**src/rtl/core/wrws_pkg.sv**
```systemverilog
// ----------------------------------------------------------------------------
// Weekly relay window scheduler package
// Shared constants, codes and the stored entry layout of the scheduler core.
// ----------------------------------------------------------------------------
package wrws_pkg;

    localparam int DAYS              = 7;
    localparam int DAY_SECONDS       = 86400;
    localparam int WEEK_SECONDS      = 604800;
    // Signed width for times relative to the start of an entry's day.
    localparam int TIME_W            = 22;

    localparam int SLOTS_PER_DAY_DEF = 16;
    localparam int RELAY_COUNT_DEF   = 4;

    localparam logic [15:0] HEALTH_MIN_RST  = 16'd1280;
    localparam logic [15:0] TEMP_MAX_RST    = 16'd16640;
    localparam logic [7:0]  PROTECT_SEC_RST = 8'd3;
    localparam logic [6:0]  DAY_EN_RST      = 7'h7F;

    typedef enum logic [1:0] {
        ACT_WRITE_ENTRY = 2'd0,
        ACT_WRITE_DAY   = 2'd1,
        ACT_TICK        = 2'd2
    } action_t;

    typedef enum logic [1:0] {
        CFG_HEALTH_MIN  = 2'd0,
        CFG_TEMP_MAX    = 2'd1,
        CFG_PROTECT_SEC = 2'd2
    } cfg_index_t;

    typedef struct packed {
        logic [16:0] start_s;
        logic [16:0] end_s;
        logic [2:0]  offset;
        logic [1:0]  relay;
    } entry_t;

    localparam int ENTRY_W = $bits(entry_t);

endpackage

```
**src/rtl/core/wrws_ram.sv**
```systemverilog
// ----------------------------------------------------------------------------
// Generic simple dual-port RAM
// One write port and one read port with registered read data.
// ----------------------------------------------------------------------------
module wrws_ram #(
    parameter int WIDTH = wrws_pkg::ENTRY_W,
    parameter int DEPTH = wrws_pkg::DAYS * wrws_pkg::SLOTS_PER_DAY_DEF,
    localparam int AW   = (DEPTH > 1) ? $clog2(DEPTH) : 1
) (
    input  logic             clk,
    input  logic             we,
    input  logic [AW-1:0]    waddr,
    input  logic [WIDTH-1:0] wdata,
    input  logic [AW-1:0]    raddr,
    output logic [WIDTH-1:0] rdata
);

    logic [WIDTH-1:0] mem [DEPTH];

    always_ff @(posedge clk)
    begin
        if (we)
        begin
            mem[waddr] <= wdata;
        end
        rdata <= mem[raddr];
    end

endmodule

```
**src/rtl/core/weekly_relay_window_scheduler_core.sv**
```systemverilog
// ----------------------------------------------------------------------------
// Weekly relay window scheduler core
// Keeps a week of relay on-windows and a day enable mask, and on each tick
// scans yesterday's and today's entries to decide which relays to switch.
// ----------------------------------------------------------------------------
//  Channel  | Handshake            | Contents
//  ---------+----------------------+------------------------------------------
//  cfg      | cfg_we               | cfg_index, cfg_data (register write)
//  in       | in_valid / in_ready  | action, day, slot, ... temperature
//  out      | out_valid / out_ready| relay_want, switch masks, ring result
//
// A tick reads one entry per cycle from the entry RAM and passes through
// the accept cycle, the read cycles over yesterday's and today's slots,
// the drain of the evaluation pipeline and the finish cycle. An entry or
// day enable write goes from the accept cycle straight to the finish state.
// in_ready is high only while the core is idle; a result waiting in the
// output register does not block the next transaction, but the finish cycle
// waits for the register to free.
// Entry valid bits live in flip-flops cleared by reset, so no RAM clearing
// pass is needed after reset.
// ----------------------------------------------------------------------------
module weekly_relay_window_scheduler_core #(
    parameter int SLOTS_PER_DAY = wrws_pkg::SLOTS_PER_DAY_DEF,
    parameter int RELAY_COUNT   = wrws_pkg::RELAY_COUNT_DEF
) (
    input  logic               clk,
    input  logic               rst_n,

    input  logic               cfg_we,
    input  logic [1:0]         cfg_index,
    input  logic [15:0]        cfg_data,

    input  logic               in_valid,
    output logic               in_ready,
    input  logic [1:0]         action,
    input  logic [2:0]         day,
    input  logic [3:0]         slot,
    input  logic               flag,
    input  logic [16:0]        time_of_day,
    input  logic [16:0]        end_time_of_day,
    input  logic [2:0]         end_day_offset,
    input  logic [1:0]         relay,
    input  logic [31:0]        now_ms,
    input  logic [3:0]         relay_now,
    input  logic [15:0]        health,
    input  logic signed [15:0] temperature,

    output logic               out_valid,
    input  logic               out_ready,
    output logic [3:0]         relay_want,
    output logic [3:0]         relay_switch_on,
    output logic [3:0]         relay_switch_off,
    output logic               ring_done,
    output logic [31:0]        ring_ms
);

    localparam int DEPTH = wrws_pkg::DAYS * SLOTS_PER_DAY;
    localparam int AW    = (DEPTH > 1) ? $clog2(DEPTH) : 1;
    localparam int SW    = (SLOTS_PER_DAY > 1) ? $clog2(SLOTS_PER_DAY) : 1;
    localparam int TW    = wrws_pkg::TIME_W;

    localparam logic [3:0]    RELAY_MASK = 4'((1 << RELAY_COUNT) - 1);
    localparam logic [2:0]    RELAY_LIM  = 3'(RELAY_COUNT);
    localparam logic [6:0]    SLOTS_LIM  = 7'(SLOTS_PER_DAY);
    localparam logic [AW-1:0] SLOTS_A    = AW'(SLOTS_PER_DAY);
    localparam logic [SW-1:0] SLOT_LAST  = SW'(SLOTS_PER_DAY - 1);

    localparam logic [TW-1:0] DAY_U      = TW'(wrws_pkg::DAY_SECONDS);
    localparam logic signed [TW-1:0] DAY_T     = TW'(wrws_pkg::DAY_SECONDS);
    localparam logic signed [TW-1:0] WEEK_T    = TW'(wrws_pkg::WEEK_SECONDS);
    localparam logic signed [TW-1:0] SIX_DAY_T = TW'(6 * wrws_pkg::DAY_SECONDS);
    localparam logic signed [TW-1:0] WK_MON_T  =
        TW'(wrws_pkg::WEEK_SECONDS - 6 * wrws_pkg::DAY_SECONDS);
    localparam logic signed [TW-1:0] WK_OTH_T  =
        TW'(wrws_pkg::WEEK_SECONDS + wrws_pkg::DAY_SECONDS);

    typedef enum logic [3:0] {
        ST_IDLE   = 4'b0001,
        ST_SCAN   = 4'b0010,
        ST_DRAIN  = 4'b0100,
        ST_FINISH = 4'b1000
    } state_t;

    state_t state_reg, state_next;

    // Configuration and persistent state.
    logic [15:0]        health_min_reg;
    logic signed [15:0] temp_max_reg;
    logic [7:0]         protect_sec_reg;
    logic [6:0]         day_en_reg;
    logic [DEPTH-1:0]   entry_valid_reg;
    logic [31:0]        stamp_reg;

    // Context of the transaction in progress.
    logic               is_tick_reg;
    logic               protect_reg;
    logic [31:0]        now_ms_reg;
    logic [3:0]         relay_now_reg;
    logic [2:0]         day_y_reg;
    logic [2:0]         day_t_reg;
    logic signed [TW-1:0] now_y_reg, now_t_reg;
    logic signed [TW-1:0] wk_y_reg, wk_t_reg;
    logic signed [TW-1:0] late_y_reg, late_t_reg;

    // Scan sequencer.
    logic               pass_reg;
    logic [SW-1:0]      slot_cnt_reg;
    logic               drain_reg;

    // Evaluation pipeline.
    logic               p1_v_reg, p1_pass_reg;
    logic               p2_v_reg, p2_pass_reg;
    logic signed [TW-1:0] p2_start_reg, p2_end_reg;
    logic [1:0]         p2_relay_reg;
    logic [3:0]         want_reg, want_next;

    logic               out_valid_reg;
    logic [3:0]         want_out_reg, on_out_reg, off_out_reg;
    logic               ring_done_reg;
    logic [31:0]        ring_ms_reg;

    logic               in_fire;
    logic               out_free;
    logic               slot_ok;
    logic [AW-1:0]      wr_addr;
    logic               wr_en;
    wrws_pkg::entry_t   wr_entry;
    wrws_pkg::entry_t   rd_entry;
    logic [2:0]         scan_day;
    logic [AW-1:0]      rd_addr;
    logic               rd_elig;

    logic [2:0]           today, yesterday;
    logic signed [TW-1:0] tod_s, prot_s, now_y;

    logic [TW-1:0]        a_start, a_end0, a_end;
    logic [1:0]           a_relay;

    logic signed [TW-1:0] b_now, b_wk, b_late;
    logic                 b_in_win, b_in_wk, b_late_hit;

    logic [3:0]           want_m, rn_m, on_m, off_m;
    logic                 ring_hit;

    assign in_ready  = (state_reg == ST_IDLE);
    assign in_fire   = in_valid && in_ready;
    assign out_free  = !out_valid_reg || out_ready;

    assign out_valid        = out_valid_reg;
    assign relay_want       = want_out_reg;
    assign relay_switch_on  = on_out_reg;
    assign relay_switch_off = off_out_reg;
    assign ring_done        = ring_done_reg;
    assign ring_ms          = ring_ms_reg;

    // ------------------------------------------------------------------
    // Entry writes
    // ------------------------------------------------------------------
    assign slot_ok  = ({3'b000, slot} < SLOTS_LIM) && (day != 3'd7);
    assign wr_addr  = AW'(day) * SLOTS_A + AW'(slot);
    assign wr_en    = in_fire && (action == wrws_pkg::ACT_WRITE_ENTRY) && slot_ok;
    assign wr_entry = '{start_s: time_of_day, end_s: end_time_of_day,
                        offset: end_day_offset, relay: relay};

    assign scan_day = pass_reg ? day_t_reg : day_y_reg;
    assign rd_addr  = AW'(scan_day) * SLOTS_A + AW'(slot_cnt_reg);
    assign rd_elig  = day_en_reg[scan_day] && entry_valid_reg[rd_addr];

    wrws_ram #(
        .WIDTH (wrws_pkg::ENTRY_W),
        .DEPTH (DEPTH)
    ) u_entry_ram (
        .clk   (clk),
        .we    (wr_en),
        .waddr (wr_addr),
        .wdata (wr_entry),
        .raddr (rd_addr),
        .rdata (rd_entry)
    );

    // ------------------------------------------------------------------
    // Tick context: times are kept relative to the start of each scanned
    // day, so every entry compare works on its own start and end seconds.
    // ------------------------------------------------------------------
    always_comb
    begin
        today     = (day == 3'd7) ? 3'd0 : day;
        yesterday = (today == 3'd0) ? 3'd6 : today - 3'd1;
        tod_s     = $signed(TW'(time_of_day));
        prot_s    = $signed(TW'(protect_sec_reg));
        now_y     = (today == 3'd0) ? tod_s - SIX_DAY_T : tod_s + DAY_T;
    end

    // Stage A: absolute end of the window within the entry's frame.
    always_comb
    begin
        a_start = TW'(rd_entry.start_s);
        a_end0  = TW'(rd_entry.offset) * DAY_U + TW'(rd_entry.end_s);
        a_end   = (a_end0 <= a_start) ? a_end0 + DAY_U : a_end0;
        a_relay = ({1'b0, rd_entry.relay} < RELAY_LIM) ? rd_entry.relay : 2'd0;
    end

    // Stage B: window tests and the update of the wanted mask, in slot order.
    always_comb
    begin
        b_now      = p2_pass_reg ? now_t_reg  : now_y_reg;
        b_wk       = p2_pass_reg ? wk_t_reg   : wk_y_reg;
        b_late     = p2_pass_reg ? late_t_reg : late_y_reg;
        b_in_win   = (b_now >= p2_start_reg) && (b_now < p2_end_reg);
        b_in_wk    = (b_wk >= p2_start_reg) && (b_wk < p2_end_reg);
        b_late_hit = (b_late >= p2_start_reg);
        want_next  = want_reg;
        if (b_in_win)
        begin
            if ((p2_relay_reg == 2'd0) && protect_reg && b_late_hit)
            begin
                want_next[0] = 1'b0;
            end
            else
            begin
                want_next[p2_relay_reg] = 1'b1;
            end
        end
        if (b_in_wk)
        begin
            want_next[p2_relay_reg] = 1'b1;
        end
    end

    always_comb
    begin
        want_m   = want_reg & RELAY_MASK;
        rn_m     = relay_now_reg & RELAY_MASK;
        on_m     = want_m & ~rn_m;
        off_m    = ~want_m & rn_m;
        ring_hit = is_tick_reg && !on_m[0] && off_m[0] && (stamp_reg != 32'd0);
    end

    // ------------------------------------------------------------------
    // Sequencer
    // ------------------------------------------------------------------
    always_comb
    begin
        state_next = state_reg;
        unique case (state_reg)
            ST_IDLE:
            begin
                if (in_fire)
                begin
                    state_next = (action == wrws_pkg::ACT_TICK) ? ST_SCAN : ST_FINISH;
                end
            end
            ST_SCAN:
            begin
                if (pass_reg && (slot_cnt_reg == SLOT_LAST))
                begin
                    state_next = ST_DRAIN;
                end
            end
            ST_DRAIN:
            begin
                if (drain_reg)
                begin
                    state_next = ST_FINISH;
                end
            end
            ST_FINISH:
            begin
                if (out_free)
                begin
                    state_next = ST_IDLE;
                end
            end
            default:
            begin
                state_next = ST_IDLE;
            end
        endcase
    end

    always_ff @(posedge clk or negedge rst_n)
    begin
        if (!rst_n)
        begin
            state_reg       <= ST_IDLE;
            health_min_reg  <= wrws_pkg::HEALTH_MIN_RST;
            temp_max_reg    <= wrws_pkg::TEMP_MAX_RST;
            protect_sec_reg <= wrws_pkg::PROTECT_SEC_RST;
            day_en_reg      <= wrws_pkg::DAY_EN_RST;
            entry_valid_reg <= '0;
            stamp_reg       <= 32'd0;
            is_tick_reg     <= 1'b0;
            pass_reg        <= 1'b0;
            slot_cnt_reg    <= '0;
            drain_reg       <= 1'b0;
            p1_v_reg        <= 1'b0;
            p2_v_reg        <= 1'b0;
            out_valid_reg   <= 1'b0;
        end
        else
        begin
            state_reg <= state_next;

            if (cfg_we)
            begin
                unique case (cfg_index)
                    wrws_pkg::CFG_HEALTH_MIN:  health_min_reg  <= cfg_data;
                    wrws_pkg::CFG_TEMP_MAX:    temp_max_reg    <= $signed(cfg_data);
                    wrws_pkg::CFG_PROTECT_SEC: protect_sec_reg <= cfg_data[7:0];
                    default:
                    begin
                    end
                endcase
            end

            if (in_fire)
            begin
                is_tick_reg  <= (action == wrws_pkg::ACT_TICK);
                pass_reg     <= 1'b0;
                slot_cnt_reg <= '0;
                drain_reg    <= 1'b0;
                unique case (action)
                    wrws_pkg::ACT_WRITE_ENTRY:
                    begin
                        if (slot_ok)
                        begin
                            entry_valid_reg[wr_addr] <= flag;
                        end
                    end
                    wrws_pkg::ACT_WRITE_DAY:
                    begin
                        if (day != 3'd7)
                        begin
                            day_en_reg[day] <= flag;
                        end
                    end
                    default:
                    begin
                    end
                endcase
            end

            if (state_reg == ST_SCAN)
            begin
                if (slot_cnt_reg == SLOT_LAST)
                begin
                    slot_cnt_reg <= '0;
                    pass_reg     <= 1'b1;
                end
                else
                begin
                    slot_cnt_reg <= slot_cnt_reg + SW'(1);
                end
            end

            if (state_reg == ST_DRAIN)
            begin
                drain_reg <= 1'b1;
            end

            p1_v_reg <= (state_reg == ST_SCAN) && rd_elig;
            p2_v_reg <= p1_v_reg;

            if ((state_reg == ST_FINISH) && out_free)
            begin
                out_valid_reg <= 1'b1;
                if (is_tick_reg)
                begin
                    if (on_m[0])
                    begin
                        stamp_reg <= now_ms_reg;
                    end
                    else if (off_m[0] && (stamp_reg != 32'd0))
                    begin
                        stamp_reg <= 32'd0;
                    end
                end
            end
            else if (out_valid_reg && out_ready)
            begin
                out_valid_reg <= 1'b0;
            end
        end
    end

    // Datapath registers without reset.
    always_ff @(posedge clk)
    begin
        if (in_fire)
        begin
            protect_reg   <= (health < health_min_reg) || (temperature > temp_max_reg);
            now_ms_reg    <= now_ms;
            relay_now_reg <= relay_now;
            day_y_reg     <= yesterday;
            day_t_reg     <= today;
            now_y_reg     <= now_y;
            now_t_reg     <= tod_s;
            wk_y_reg      <= (today == 3'd0) ? tod_s + WK_MON_T : tod_s + WK_OTH_T;
            wk_t_reg      <= tod_s + WEEK_T;
            late_y_reg    <= now_y - prot_s;
            late_t_reg    <= tod_s - prot_s;
            want_reg      <= 4'd0;
        end
        else if (p2_v_reg)
        begin
            want_reg <= want_next;
        end

        p1_pass_reg  <= pass_reg;
        p2_pass_reg  <= p1_pass_reg;
        p2_start_reg <= $signed(a_start);
        p2_end_reg   <= $signed(a_end);
        p2_relay_reg <= a_relay;

        // Writes and unused actions report all-zero results.
        if ((state_reg == ST_FINISH) && out_free)
        begin
            want_out_reg  <= is_tick_reg ? want_m : 4'd0;
            on_out_reg    <= is_tick_reg ? on_m : 4'd0;
            off_out_reg   <= is_tick_reg ? off_m : 4'd0;
            ring_done_reg <= ring_hit;
            ring_ms_reg   <= ring_hit ? now_ms_reg - stamp_reg : 32'd0;
        end
    end

endmodule

```
**config.mk**
```make
export PLATFORM = sky130hd
export DESIGN_NAME = weekly_relay_window_scheduler_core
export DESIGN_NICKNAME = d
export VERILOG_FILES = /design/src/rtl/core/wrws_pkg.sv /design/src/rtl/core/wrws_ram.sv /design/src/rtl/core/weekly_relay_window_scheduler_core.sv
export SDC_FILE = /design/constraint.sdc
export NUM_CORES = 2
export LEC_CHECK = 0
export BUFFER_PORTS_ARGS = -buffer_cell sky130_fd_sc_hd__buf_2
export CORE_AREA = 2 2 685 551
export DETAILED_ROUTE_END_ITERATION = 10
export DIE_AREA = 0 0 687 553
export PLACE_DENSITY = 0.66
export SETUP_SLACK_MARGIN = 0.15
export SLEW_MARGIN = 10
export SYNTH_ARGS = -nofsm -noshare
export SYNTH_HDL_FRONTEND = slang
export SYNTH_MEMORY_MAX_BITS = 65536
export SYNTH_SLANG_ARGS = --single-unit
export TNS_END_PERCENT = 20
```
**constraint.sdc**
```tcl
create_clock -name clk -period 7 [get_ports clk]
set_input_delay 0.35 -clock clk [delete_from_list [all_inputs] [get_ports clk]]
set_output_delay 0.35 -clock clk [all_outputs]
set_load 0.02 [all_outputs]
```
==> summary.txt <==
WL/cell = 34.4 um
site row count = 201
CTS H-tree lvls = 5
Port-buffer cells = 186
routability cong. = 0.861
post-route setup TNS = 0 ps
Synth area leaders = edfxtp_1, mux4_2, dfrtp_1
Crit. End Element = register
post-synthesis sequential area ratio = 75.6%
Final nets = 9,715
Ys Warns = 0
clk slew on worst S/H paths = 60 ps
Tot GR Track Use = 26.6%
Top FF cell, synth = edfxtp_1
FFs w/ async S/R, synth = 4.24%
post-synthesis cell type count = 86
Final Slew Violations = 0
post-synthesis average cell area = 21.7 um2
first-pass GRT wire length = 716,000 um
worst setup path class = register to register
CTS tree = built
commonest non-fill, non-tap cell in the layout = edfxtp_1
Startpoint Class = register
Fillers = 26,700
hold_ws = 74.1 ps
DIE HEIGHT = 553 um
most frequent cells in the layout = edfxtp_1, mux4_2, clkbuf_16, nand2_1, buf_4
layout cells sized above 1 = 29.4%
max FFs per register = 4,368
Ports = 187
CTS Sinks = 4,833
die area = 380,000 um2
vias in the first global route = 93,700
# resized after CTS = 0
Routed WL = 507,000 um
flops & latches, synth = 4,833
Final min period = 4840 ps
Vias/cell = 6.38
synthesized instance count = 8,720
status = complete, no violations
Post-Route Utilization = 57.5%
DRC viols = 0
FMAX = 206 MHz
DRT iter0 DRCs = 13,700
Synth top area share = 71.9%
Area Growth Syn to Fin = 13.2%
Final Hold Fails = 0
Worst Clk Skew = 44.6 ps
DP Area = 199,000 um2
leading area contributor after synthesis = edfxtp_1
starting density of the core = 50.8%
Antenna Nets Post-Route = 0
CP required = 7670 ps
number of max-cap violations = 0
RSZ-0062 raised after global routing = no
power density cells = 328 nW/um2
worst-path fanout max = 24
CTS max path bufs = 4
CTS buffer count = 452
max_slew headroom = 15.3%
worst vdd ir = 0.000240 V
DR pass1 iterations = 6
pin count of the biggest net entering global routing = 139
finished layout cell area = 215,000 um2
CTS Root Cell = clkbuf_16
Mapped Area = 190,000 um2
HP Class = primary input to register
Placeable Area = 373,000 um2
die width = 687 um
grt ovf = 0
worst-skew pair later-pin latency = 1020 ps
Via Count = 94,000
final setup vio count = 0
antenna violations before repair = 47
Tightest Pin Transition = 1270 ps
EDFF count, synth = 4,542
Critical Path AT = 5510 ps
share of the clock period used by the worst path = 69.2%
Tot Pwr = 70.4 mW
DPL Wire Length = 313,000 um
Leak = 67.6 nW
path summary, 6_finish.rpt:
check	from	end	slack [ps]	depth (start not counted)
setup / recovery	state_reg[3]	u_entry_ram.mem[58][18]	2160	11
hold / removal	relay_now[3]	relay_now_reg[3]	70	2
setup reg to reg	state_reg[3]	u_entry_ram.mem[58][18]	2160	11
hold reg to reg	p1_pass_reg	p2_pass_reg	340	0
max in group asynchronous	rst_n	slot_cnt_reg[0]	5130	4
min in group asynchronous	rst_n	entry_valid_reg[54]	410	3
area by class of cell:
class	instances	area (um2)	area share (%)
Antenna cell	14	35.0	0.0163
Clock buffer	592	12200	5.68
Clock inverter	244	2160	1.01
Inverter	174	658	0.307
Multi-Input combinational cell	3289	45000	20.9
Sequential cell	4833	143000	66.7
Tap cell	4973	6220	2.90
Timing Repair Buffer	625	5180	2.41
cells by family after synthesis:
kind of cell	share of synthesized area (%)
flip-flops	75.6
multiplexers	17.7
AND/OR/NAND/NOR	2.24
buffers and inverters	1.23
AO/OA/AOI/OAI	1.47
adder cells (fa/ha/maj)	1.34
XOR/XNOR	0.428
other	0.00198
report_power, final:
group	switching [mW]	leakage (nW)	total, mW	internal, mW
clock	10.7	7.02	24.1	13.4
combinational	7.60	16.3	13.6	5.96
sequential	0.489	44.3	32.7	32.2
worst max-delay path: stages (launching register included):
cell and delay [ps]:
dfrtp_1 410, nor2_1 150, nand3b_1 180, inv_1 170, nand2_2 190, inv_6 250
nand2_1 160, nor3b_4 710, buf_4 370, nand2_1 540, nor2_4 900, buf_4 420
what timing repair did:
action | 4_1_cts | 5_1_grt
endpoints found under the hold margin | 1584 | 0
setup buffers | 0 | 0
hold buffers | 145 | 0
metal layers:
layer  up-vias  track usage, %  wire, um  share of wire [%]
met5         -               0       136              0.027
met4        18            8.36     17200                3.4
met3       703            5.74     54300                 11
met2      5201            40.2    233000                 46
met1     50500            39.4    202000                 40
li1      37600               -         -                  -
cell usage after synthesis (all sizes together), types with 5 or more instances:
cell     count
o21a         7
xnor2       58
nand2      412
a211oi       9
nand4       13
a21oi      164
mux2       177
a31oi       14
dfxtp       86
edfxtp    4542
dfstp       14
or4          7
nor2b       24
a21o        54
nand3      152
a2111oi      5
o21ai      145
ha         197
nand2b      22
clkbuf     266
buf        159
and3        18
inv        173
and2        11
o211ai       6
nor4        16
xor2        32
nor3        25
dfrtp      191
nor3b        7
mux2i       10
a21boi      10
mux4      1400
or2          6
nand3b      15
or3          6
nor2       204
stage by stage:
| step | setup slack (ps) | cells |
|---|---|---|
| 5_1_grt | 1930 | 14700 |
| 3_5_place_dp | 2220 | 13700 |
| 6_report | 2160 | 14700 |
| 3_3_place_gp | 2200 | 13700 |
| 4_1_cts | 2160 | 14700 |
| 2_1_floorplan | 1150 | 8721 |
Power figures use the tool's default switching activity.
